File: config.mk
export PLATFORM = sky130hd
export DESIGN_NAME = load_report_line_parser_flat
export DESIGN_NICKNAME = d
export VERILOG_FILES = /design/src/design/lrlp_pkg.sv /design/src/design/lrlp_if.sv /design/src/design/load_report_line_parser.sv /design/src/flat_wrapper.sv
export SDC_FILE = /design/constraint.sdc
export NUM_CORES = 1
export LEC_CHECK = 0
export ABC_AREA = 1
export BUFFER_PORTS_ARGS = -buffer_cell sky130_fd_sc_hd__buf_2
export CAP_MARGIN = 15
export CORE_MARGIN = 3
export CORE_UTILIZATION = 50
export DETAILED_ROUTE_END_ITERATION = 8
export HOLD_SLACK_MARGIN = 0.06
export PLACE_DENSITY = 0.77
export REMOVE_ABC_BUFFERS = 1
export SYNTH_ARGS = -nofsm -noshare
export SYNTH_HDL_FRONTEND = slang
export SYNTH_SLANG_ARGS = --single-unit
File: constraint.sdc
create_clock -name i_clk -period 3.35 [get_ports i_clk]
set_input_delay 0.67 -clock i_clk [delete_from_list [all_inputs] [get_ports i_clk]]
set_output_delay 0.67 -clock i_clk [all_outputs]
set_load 0.05 [all_outputs]
File: src/design/lrlp_pkg.sv
// ----------------------------------------------------------------------------
// Load report line parser package
// Shared types and constants for the line parser: line sizing, the report
// prefix, the parse phases and the load clamp limits.
// ----------------------------------------------------------------------------
package lrlp_pkg;

    // Line storage: a line holds at most LINE_CAPACITY-1 bytes.
    localparam int LINE_CAPACITY = 32;
    localparam int LEN_W         = $clog2(LINE_CAPACITY);
    localparam int LINE_LAST     = LINE_CAPACITY - 1;

    // Report prefix "CPU:".
    localparam int PREFIX_LEN = 4;
    localparam int PFX_IW     = $clog2(PREFIX_LEN);
    localparam logic [7:0] PREFIX_TEXT [PREFIX_LEN] = '{8'h43, 8'h50, 8'h55, 8'h3A};

    // Character codes.
    localparam logic [7:0] CH_LF    = 8'h0A;
    localparam logic [7:0] CH_CR    = 8'h0D;
    localparam logic [7:0] CH_NUL   = 8'h00;
    localparam logic [7:0] CH_SPACE = 8'h20;
    localparam logic [7:0] CH_TAB   = 8'h09;
    localparam logic [7:0] CH_VTAB  = 8'h0B;
    localparam logic [7:0] CH_FF    = 8'h0C;
    localparam logic [7:0] CH_PLUS  = 8'h2B;
    localparam logic [7:0] CH_MINUS = 8'h2D;
    localparam logic [7:0] CH_ZERO  = 8'h30;
    localparam logic [7:0] CH_NINE  = 8'h39;

    // Value limits.
    localparam int ACC_W    = 7;
    localparam int ACC_SAT  = 101;
    localparam int LOAD_MAX = 100;

    // Number parsing phase.
    typedef enum logic [1:0] {
        PH_SKIP   = 2'd0,
        PH_DIGITS = 2'd1,
        PH_DONE   = 2'd2
    } t_phase;

endpackage

File: src/design/lrlp_if.sv
// ----------------------------------------------------------------------------
// Load report line parser channels
// Valid/ready channels for the received byte stream and the load results.
// ----------------------------------------------------------------------------
interface lrlp_rx_if;
    logic       valid;
    logic       ready;
    logic [7:0] rx_byte;

    modport source (output valid, output rx_byte, input ready);
    modport sink   (input valid, input rx_byte, output ready);
endinterface

interface lrlp_load_if;
    logic       valid;
    logic       ready;
    logic [6:0] load_percent;

    modport source (output valid, output load_percent, input ready);
    modport sink   (input valid, input load_percent, output ready);
endinterface

File: src/design/load_report_line_parser.sv
// ----------------------------------------------------------------------------
// Load report line parser
// Assembles received bytes into lines and reports the load percentage carried
// by lines of the form "CPU:<number>".
// ----------------------------------------------------------------------------
// Usage:
// i_rx carries one received byte per word. Lines end in LF or CR; empty lines
// are ignored and a line longer than LINE_CAPACITY-1 bytes is discarded.
// o_load carries one word, the load percent clamped to 0..100, for every
// non-empty line that starts with "CPU:".
// Throughput is one byte per cycle while i_rx.ready is high: the line state is
// updated by one short combinational step in the cycle a byte is accepted.
// A terminator's result is registered: it goes into the result register if
// that is free or being taken, else into the skid register.
// The output has a result register and a skid register. While the receiver
// stalls, bytes keep flowing until a second result is waiting; only then does
// i_rx.ready drop, and it rises again as soon as o_load takes a word.
// Reset clears the line state and both output valid flags; no memory needs
// clearing, so a byte can be accepted in the first cycle after reset.
// ----------------------------------------------------------------------------
module load_report_line_parser (
    input  logic i_clk,
    input  logic i_rst_n,
    lrlp_rx_if.sink     i_rx,
    lrlp_load_if.source o_load
);
    import lrlp_pkg::*;

    // Line state
    logic [LEN_W-1:0] r_len,    n_len;
    logic             r_pm,     n_pm;
    t_phase           r_phase,  n_phase;
    logic             r_neg,    n_neg;
    logic [ACC_W-1:0] r_acc,    n_acc;

    // Output and skid registers
    logic       r_ov, r_sv;
    logic [6:0] r_od, r_sd;

    logic       in_fire, out_take;
    logic [7:0] c;
    logic       is_term, is_blank, is_sign, is_digit;
    logic       emit;
    logic [6:0] res;
    logic [10:0] acc_mul;
    logic [ACC_W-1:0] acc_sat;

    assign c        = i_rx.rx_byte;
    assign in_fire  = i_rx.valid && i_rx.ready;
    assign out_take = r_ov && o_load.ready;

    // Byte classes
    assign is_term  = (c == CH_LF) || (c == CH_CR);
    assign is_blank = (c == CH_SPACE) || (c == CH_TAB) || (c == CH_VTAB) || (c == CH_FF);
    assign is_sign  = (c == CH_PLUS) || (c == CH_MINUS);
    assign is_digit = (c >= CH_ZERO) && (c <= CH_NINE);

    // Decimal accumulate with saturation at ACC_SAT.
    assign acc_mul = {4'b0, r_acc} * 11'd10 + {7'b0, c[3:0]};
    assign acc_sat = (acc_mul > 11'(ACC_SAT)) ? ACC_W'(ACC_SAT) : acc_mul[ACC_W-1:0];

    // Next line state for an accepted byte.
    always_comb begin
        n_len   = r_len;
        n_pm    = r_pm;
        n_phase = r_phase;
        n_neg   = r_neg;
        n_acc   = r_acc;
        if (in_fire) begin
            if (is_term) begin
                if (r_len != '0) begin
                    n_len   = '0;
                    n_pm    = 1'b1;
                    n_phase = PH_SKIP;
                    n_neg   = 1'b0;
                    n_acc   = '0;
                end
            end else if (r_len < LEN_W'(LINE_LAST)) begin
                n_len = r_len + LEN_W'(1);
                if (r_len < LEN_W'(PREFIX_LEN)) begin
                    if (c != PREFIX_TEXT[r_len[PFX_IW-1:0]]) begin
                        n_pm = 1'b0;
                    end
                end else if (r_pm) begin
                    if (c == CH_NUL) begin
                        n_phase = PH_DONE;
                    end else begin
                        unique case (r_phase)
                            PH_SKIP: begin
                                if (is_sign) begin
                                    n_neg   = (c == CH_MINUS);
                                    n_phase = PH_DIGITS;
                                end else if (!is_blank) begin
                                    // Not a sign or a blank: it is read as a digit position.
                                    if (is_digit) begin
                                        n_acc   = acc_sat;
                                        n_phase = PH_DIGITS;
                                    end else begin
                                        n_phase = PH_DONE;
                                    end
                                end
                            end
                            PH_DIGITS: begin
                                if (is_digit) begin
                                    n_acc = acc_sat;
                                end else begin
                                    n_phase = PH_DONE;
                                end
                            end
                            PH_DONE: begin
                                n_phase = PH_DONE;
                            end
                            default: begin
                                n_phase = PH_DONE;
                            end
                        endcase
                    end
                end
            end else begin
                // Overlong line: drop the byte and start over.
                n_len   = '0;
                n_pm    = 1'b1;
                n_phase = PH_SKIP;
                n_neg   = 1'b0;
                n_acc   = '0;
            end
        end
    end

    // Result for a terminator that ends a matching line.
    always_comb begin
        emit = in_fire && is_term && (r_len >= LEN_W'(PREFIX_LEN)) && r_pm;
        if (r_neg) begin
            res = '0;
        end else if (r_acc > 7'(LOAD_MAX)) begin
            res = 7'(LOAD_MAX);
        end else begin
            res = r_acc;
        end
    end

    // Line state registers.
    always_ff @(posedge i_clk) begin
        if (!i_rst_n) begin
            r_len   <= '0;
            r_pm    <= 1'b1;
            r_phase <= PH_SKIP;
            r_neg   <= 1'b0;
            r_acc   <= '0;
        end else begin
            r_len   <= n_len;
            r_pm    <= n_pm;
            r_phase <= n_phase;
            r_neg   <= n_neg;
            r_acc   <= n_acc;
        end
    end

    // Output register with a skid stage behind it.
    always_ff @(posedge i_clk) begin
        if (!i_rst_n) begin
            r_ov <= 1'b0;
            r_sv <= 1'b0;
        end else if (!r_ov || out_take) begin
            if (r_sv) begin
                r_ov <= 1'b1;
                r_sv <= emit;
            end else begin
                r_ov <= emit;
            end
        end else if (emit) begin
            r_sv <= 1'b1;
        end
    end

    always_ff @(posedge i_clk) begin
        if (!r_ov || out_take) begin
            if (r_sv) begin
                r_od <= r_sd;
                r_sd <= res;
            end else begin
                r_od <= res;
            end
        end else if (emit) begin
            r_sd <= res;
        end
    end

    assign i_rx.ready          = !r_sv;
    assign o_load.valid        = r_ov;
    assign o_load.load_percent = r_od;

    // Checks
    a_skid_behind_out: assert property (@(posedge i_clk) disable iff (!i_rst_n)
        r_sv |-> r_ov)
        else $error("skid register holds a word while the output register is empty");

    a_result_range: assert property (@(posedge i_clk) disable iff (!i_rst_n)
        r_ov |-> (r_od <= 7'(LOAD_MAX)))
        else $error("load result above the clamp limit");

    a_len_bound: assert property (@(posedge i_clk) disable iff (!i_rst_n)
        r_len <= LEN_W'(LINE_LAST))
        else $error("line length beyond capacity");

    a_term_restarts: assert property (@(posedge i_clk) disable iff (!i_rst_n)
        (in_fire && is_term) |=> (r_len == '0))
        else $error("line not restarted after a terminator");

    a_skip_clean: assert property (@(posedge i_clk) disable iff (!i_rst_n)
        (r_phase == PH_SKIP) |-> ((r_acc == '0) && !r_neg))
        else $error("number state set while still skipping blanks");

endmodule
File: src/flat_wrapper.sv
// flat-port wrapper written by rule: the top's interface ports become plain ports
module load_report_line_parser_flat import lrlp_pkg::*;
  (i_clk, i_rst_n, i_rx_valid, i_rx_rx_byte, i_rx_ready, o_load_valid, o_load_load_percent, o_load_ready);
  lrlp_rx_if i_rx_i ();
  lrlp_load_if o_load_i ();
  input  logic i_clk;
  input  logic i_rst_n;
  input wire logic [$bits(i_rx_i.valid)-1:0] i_rx_valid;
  input wire logic [$bits(i_rx_i.rx_byte)-1:0] i_rx_rx_byte;
  output wire logic [$bits(i_rx_i.ready)-1:0] i_rx_ready;
  output wire logic [$bits(o_load_i.valid)-1:0] o_load_valid;
  output wire logic [$bits(o_load_i.load_percent)-1:0] o_load_load_percent;
  input wire logic [$bits(o_load_i.ready)-1:0] o_load_ready;
  assign i_rx_i.valid = i_rx_valid;
  assign i_rx_i.rx_byte = i_rx_rx_byte;
  assign i_rx_ready = i_rx_i.ready;
  assign o_load_valid = o_load_i.valid;
  assign o_load_load_percent = o_load_i.load_percent;
  assign o_load_i.ready = o_load_ready;
  load_report_line_parser u_core (.i_clk(i_clk), .i_rst_n(i_rst_n), .i_rx(i_rx_i), .o_load(o_load_i));
endmodule
# Yosys cells after proc, flatten, opt, wreduce, memory -nomap -nowiden
# Cells that the tools add are included.
dict set report word_totals {
  register_bits 32
  in_bits 12
}
dict set report op_classes {
  add_sub_neg 2
  multipliers 1
  magnitude_cmp 8
  n_eq_ne 24
  n_mux 51
  bitwise 1
  reduce_logical 24
}
# cell n
set ops {}
lappend ops {{7-bit two-way mux} 16}
lappend ops {{8-bit by 4-bit equality test with 1-bit output, second input constant} 5}
lappend ops {{8-bit by 6-bit equality test with 1-bit output, second input constant} 3}
lappend ops {{2-bit two-way mux} 10}
lappend ops {{1-bit two-way mux} 17}
lappend ops {{8-bit binary-select mux with 2-bit select} 1}
lappend ops {{8-bit two-way mux} 2}
lappend ops {{5-bit two-way mux} 3}
lappend ops {{3-bit by 2-bit inequality test with 1-bit output, second input constant} 5}
lappend ops {{7-bit case mux with 2 select lines} 1}
lappend ops {{4-bit by 3-bit inequality test with 1-bit output, second input constant} 3}
lappend ops {{11-bit by 4-bit adder with 11-bit output} 1}
lappend ops {{11-bit by 7-bit > comparator with 1-bit output, second input constant} 1}
lappend ops {{7-bit by 3-bit multiplier with 10-bit output, second input constant} 1}
lappend ops {{8-bit by 6-bit >= comparator with 1-bit output, second input constant} 1}
lappend ops {{8-bit by 6-bit less-or-equal comparator with 1-bit output, second input constant} 1}
lappend ops {{8-bit zero test} 1}
lappend ops {{8-bit inequality test} 1}
lappend ops {{8-bit AND reduction} 1}
lappend ops {{7-bit > comparator, second input constant} 1}
lappend ops {{7-bit AND reduction} 1}
lappend ops {{1-bit logical AND} 6}
lappend ops {{1-bit logical OR} 6}
lappend ops {{3-bit by 1-bit inequality test with 1-bit output, second input constant} 2}
lappend ops {{other kinds (19)} 21}

# Logic depth before layout (Yosys ltp)
dict set report logic_depth {
  ltp_word 13
  ltp_mapped 16
  ltp_nobuf 16
}

# Worst setup path before layout
# Ideal clock, no wire load.
dict set report synth_timing {
  path_type {register -> register}
  startpoint {reg u_core.r_acc[1]}
  endpoint {reg u_core.r_acc[0]}
  arrival_ps 2304
  t_required_ps 3218
  setup_slack_ps 914
  path_stages_with_launch 14
  path_buffers 0
  period_less_slack_ps 2436
  cell_sequence {dfxtp_1 > ha_1 > ha_1 > fa_1 > nand2_1 > inv_1 > nor2_4 > nand3_1 > nor2_1 > nand2_1 > a21oi_1 > nand4_1 > nand2_1 > a21oi_1}
}
dict set report synth_between {
  elab_chain_cells 13
}
# element line
set synth_rtl {}
lappend synth_rtl {{start: declaration} load_report_line_parser.sv:34} ;# logic [ACC_W-1:0] r_acc, n_acc;
lappend synth_rtl {{start signal: assignment} load_report_line_parser.sv:155} ;# r_acc <= n_acc;
lappend synth_rtl {{7-bit by 3-bit multiplier with 10-bit output (*)} load_report_line_parser.sv:59} ;# assign acc_mul = {4'b0, r_acc} * 11'd10 + {7'b0, c[3:0]};
lappend synth_rtl {{11-bit by 4-bit adder with 11-bit output (*)} load_report_line_parser.sv:59}
lappend synth_rtl {{11-bit by 7-bit > comparator with 1-bit output (*)} load_report_line_parser.sv:60} ;# assign acc_sat = (acc_mul > 11'(ACC_SAT)) ? ACC_W'(ACC_SAT) : acc_mul[ACC_W-1:0];
lappend synth_rtl {{7-bit two-way mux (*)} load_report_line_parser.sv:60}
lappend synth_rtl {{7-bit two-way mux (*)} {load_report_line_parser.sv:95, load_report_line_parser.sv:104}}
lappend synth_rtl {{7-bit two-way mux} load_report_line_parser.sv:93} ;# end else if (!is_blank) begin
lappend synth_rtl {{7-bit two-way mux} load_report_line_parser.sv:90} ;# if (is_sign) begin
lappend synth_rtl {{7-bit case mux with 2 select lines (*)} load_report_line_parser.sv:88} ;# unique case (r_phase)
lappend synth_rtl {{7-bit two-way mux (*)} load_report_line_parser.sv:85} ;# if (c == CH_NUL) begin
lappend synth_rtl {{7-bit two-way mux (*)} load_report_line_parser.sv:84} ;# end else if (r_pm) begin
lappend synth_rtl {{7-bit two-way mux (*)} load_report_line_parser.sv:80} ;# if (r_len < LEN_W'(PREFIX_LEN)) begin
lappend synth_rtl {{7-bit two-way mux (*)} load_report_line_parser.sv:78} ;# end else if (r_len < LEN_W'(LINE_LAST)) begin
lappend synth_rtl {{7-bit two-way mux (*)} load_report_line_parser.sv:70} ;# if (is_term) begin
# Every way passes the cells marked *; elsewhere a longest branch is shown, timed or not. The select of a mux whose other input is x is not followed.
# A chain may end at the register's enable or synchronous reset.

# Worst setup path after layout
dict set report layout_timing {
  startpoint {reg u_core.r_acc[1]}
  endpoint {reg u_core.r_acc[2]}
}
dict set report layout_between {
  elab_chain_cells 13
}
# element line
set layout_rtl {}
lappend layout_rtl {{7-bit by 3-bit multiplier with 10-bit output (*)} load_report_line_parser.sv:59}
lappend layout_rtl {{11-bit by 4-bit adder with 11-bit output (*)} load_report_line_parser.sv:59}
lappend layout_rtl {{11-bit by 7-bit > comparator with 1-bit output} load_report_line_parser.sv:60}
lappend layout_rtl {{7-bit two-way mux (*)} load_report_line_parser.sv:60}
lappend layout_rtl {{7-bit two-way mux (*)} {load_report_line_parser.sv:95, load_report_line_parser.sv:104}}
lappend layout_rtl {{7-bit two-way mux} load_report_line_parser.sv:93}
lappend layout_rtl {{7-bit two-way mux} load_report_line_parser.sv:90}
lappend layout_rtl {{7-bit case mux with 2 select lines (*)} load_report_line_parser.sv:88}
lappend layout_rtl {{7-bit two-way mux (*)} load_report_line_parser.sv:85}
lappend layout_rtl {{7-bit two-way mux (*)} load_report_line_parser.sv:84}
lappend layout_rtl {{7-bit two-way mux (*)} load_report_line_parser.sv:80}
lappend layout_rtl {{7-bit two-way mux (*)} load_report_line_parser.sv:78}
lappend layout_rtl {{7-bit two-way mux (*)} load_report_line_parser.sv:70}
# Marked as above.

==> metrics.txt <==
outcome=finished clean; Slew Limit Fails=0; slowest stage delay, CP=roughly 0.46 ns; CTS Hold Bufs=0; DR top layer=met4; clk sinks=32; vias in the first global route=1938; final net count=about 400; arrival time worst endpoint=between 2 and 3 ns; part of the Yosys area used for sequential elements=0.330; CP required=approximately 3.5 ns; worst r2r path cells=13; slew at the pin closest to its max-slew limit=0.619 ns; FF-to-FF Start=u_core.r_acc[1]; WHS Endpoint=u_core.r_pm; # resized after CTS=0; Initial Util=0.529; Final setup viols=0; CORE AREA=4470 um^2; startpoint type of the worst setup path=register; total I/O pin count=21; Horiz. Die Dim=approximately 75 um; Slew HR=0.587; fraction of layout cells with a size suffix above 1=0.115; WL per Instance=11.8 um; Seq pwr share=0.488; minimum clock period=around 2.8 ns; CP endpoint kind=register; clock network fraction of design power=0.429; DR iter-0 viols=about 120; Avg Cell Area, Syn=roughly 7 um^2; Port Buffers=20; Die Y=approximately 75 um; M1 WL=around 2500 um; clk root buf=clkbuf_8; RePlAce Congestion=0.890; Seq cells post-synth=32; initial antenna violation count=0; min-delay worst type=reg2reg; Fin. Hold Viols=0; clk slew on worst S/H paths=approximately 0.07 ns; setup TNS=0 ns; Yosys cell types=35; CP Class=reg2reg; fin crit share=0.823; largest delay contributor family on the critical path=adder cells; remaining antenna violation count after routing=0; max cap viols=0; cell count after synthesis=341; mapped cell area=~2400 um^2; power density over cell area=between 300 and 400 nW/um^2; clock latency on the worst-skew pair=approximately 0.28 ns; vias=roughly 2200; final core occ=0.588; VDD IR max=a little over 200 uV; Pre-Repair DR Iteration Count=4; WL final=roughly 4900 um; total CTS buffers=5; crit path cell chain=ha_1 -> ha_1 -> fa_1 -> nand2_1 -> inv_1 -> nor2_4 -> nand3_1 -> nor2_1 -> nand2_1 -> a21oi_1 -> nand4_1 -> nand2_1 -> a21oi_1; Worst Skew=0.00651 ns; met3 wire length=slightly below 200 um; met2 WL=approximately 2100 um; HPWL after DPL=about 3900 um; most frequent cells in the layout=nand2_1 (99), inv_1 (53), nor2_1 (33); setup bufs post-CTS=0; Total GRT Usage=0.199; Slowest cell on crit path=dfxtp_1; Fillers=approximately 420; maximum root-to-sink buffer count=2; unrepaired setup endpoints after global routing=no; Hold Crit Start=u_core.r_pm; ANT cells=0; placed cells=slightly above 400; crit path buf inv count=1; non-filler cells, final=418; worst-path fanout max=6; worst reg2reg path endpoint=u_core.r_acc[2]; first-pass GRT wire length=a little under 9000 um; Overflow after GRT=0; Internal=653 uW; synth warn=0; most common cell after layout, fill and taps aside=nand2_1; FF-to-FF setup slack=between 0.5 and 0.6 ns; WHS Path Cells=2; Area Growth Syn to Fin=11.1%; full die area=approximately 5600 um^2; H-Tree Depth=2; sw power=192 uW; largest net degree at the start of global routing=13; vias per std cell=between 5 and 6; most used cell, CP=nand2_1; Remaining DRCs=0; Sw Share=0.227; fmax=about 0.36 GHz; Logic pwr share=0.083; P_leak=approximately 1.3 nW; CTS tree=built; row cnt=24
power by group through the flow:
stage / clock [mW] / combinational (mW) / sequential [mW]
3_5_place_dp: 0 / 0.0687 / 0.421
3_3_place_gp: 0 / 0.0676 / 0.421
2_1_floorplan: 0 / 0.0466 / 0.420
5_1_grt: 0.386 / 0.0793 / 0.413
6_report: 0.363 / 0.0698 / 0.412
4_1_cts: 0.371 / 0.0693 / 0.412
worst reg2reg max path, delay by kind of cell (launching register included):
family,cells,cell delay [ns]
AO/OA/AOI/OAI,2,0.34
adder cells (fa/ha/maj),3,0.93
buffers and inverters,1,0.06
flip-flops,1,0.46
AND/OR/NAND/NOR,7,0.83
cell usage after synthesis (all sizes together):
| cell type | instances | area [um^2] |
|---|---|---|
| nand2 | 102 | 395 |
| o211ai | 1 | 7.51 |
| a311oi | 1 | 8.76 |
| inv | 55 | 206 |
| nand4 | 11 | 83.8 |
| nand3 | 29 | 150 |
| nor4 | 1 | 6.26 |
| a21oi | 22 | 125 |
| xor2 | 2 | 17.5 |
| nor3 | 3 | 15.0 |
| buf | 1 | 5.00 |
| clkbuf | 2 | 7.51 |
| nand3b | 2 | 15.0 |
| o22ai | 1 | 6.26 |
| fa | 2 | 40.0 |
| or2 | 1 | 6.26 |
| ha | 17 | 213 |
| a211oi | 6 | 45.0 |
| o21ai | 11 | 58.8 |
| edfxtp | 14 | 420 |
| a31oi | 1 | 6.26 |
| dfxtp | 18 | 360 |
| a22oi | 1 | 7.51 |
| nor2 | 36 | 153 |
| xnor2 | 1 | 8.76 |
state kept, by name, indices dropped and copies added (netlist names):
signal                      cells
u_core.r_phase                  2
u_core.r_sv                     1
u_core.r_sd                     7
u_core.r_len                    5
u_core.o_load.load_percent      7
u_core.r_neg                    1
u_core.r_acc                    7
u_core.r_pm                     1
u_core.o_load.valid             1
per-layer routing:
| layer | vias to the layer above | track usage |
|---|---|---|
| met3 | 5 | 0.0374 |
| met4 | 0 | 0.0791 |
| met1 | 945 | 0.278 |
| met5 | - | 0 |
| li1 | 1163 | - |
| met2 | 48 | 0.303 |
worst max-delay path by stage:
stage | from | end | cells past startpoint
6_report | u_core.r_acc[1] | u_core.r_acc[2] | 13
5_1_grt | u_core.r_acc[1] | u_core.r_acc[5] | 13
4_1_cts | u_core.r_acc[1] | u_core.r_acc[5] | 13
3_5_place_dp | u_core.r_acc[1] | u_core.r_acc[5] | 13
3_3_place_gp | u_core.r_acc[1] | u_core.r_acc[0] | 13
2_1_floorplan | u_core.r_acc[1] | u_core.r_acc[0] | 13
per-stage QoR:
step | hold WS (ns) | cell area, um^2 | worst slack [ns] | power (mW)
finish | 0.466 | 2630 | 0.594 | 0.845
global route | 0.496 | 2630 | 0.248 | 0.878
CTS | 0.464 | 2630 | 0.596 | 0.853
detailed placement | 0.444 | 2520 | 0.605 | 0.490
global placement | 0.435 | 2520 | 0.694 | 0.488
floorplan | 0.419 | 2360 | 0.916 | 0.466
logic make-up (layout without fill, tap and decap cells):
kind of cell	count (synthesis)	in the layout	share of synthesized area
compound gates	44	44	0.112
xor+xnor	3	3	0.0111
fa+ha+maj	19	19	0.107
buf+inv	58	83	0.0924
flops	32	32	0.330
simple gates	185	185	0.348
final cells by class:
cell class | instances | area (um^2) | area share
Clock inverter | 3 | 42.5 | 0.0162
Tap cell | 52 | 65.1 | 0.0247
Multi-Input combinational cell | 251 | 1370 | 0.520
Sequential cell | 32 | 781 | 0.297
Timing Repair Buffer | 20 | 100 | 0.0380
Clock buffer | 5 | 68.8 | 0.0261
Inverter | 55 | 206 | 0.0784
(Power assumes the default switching activity.)
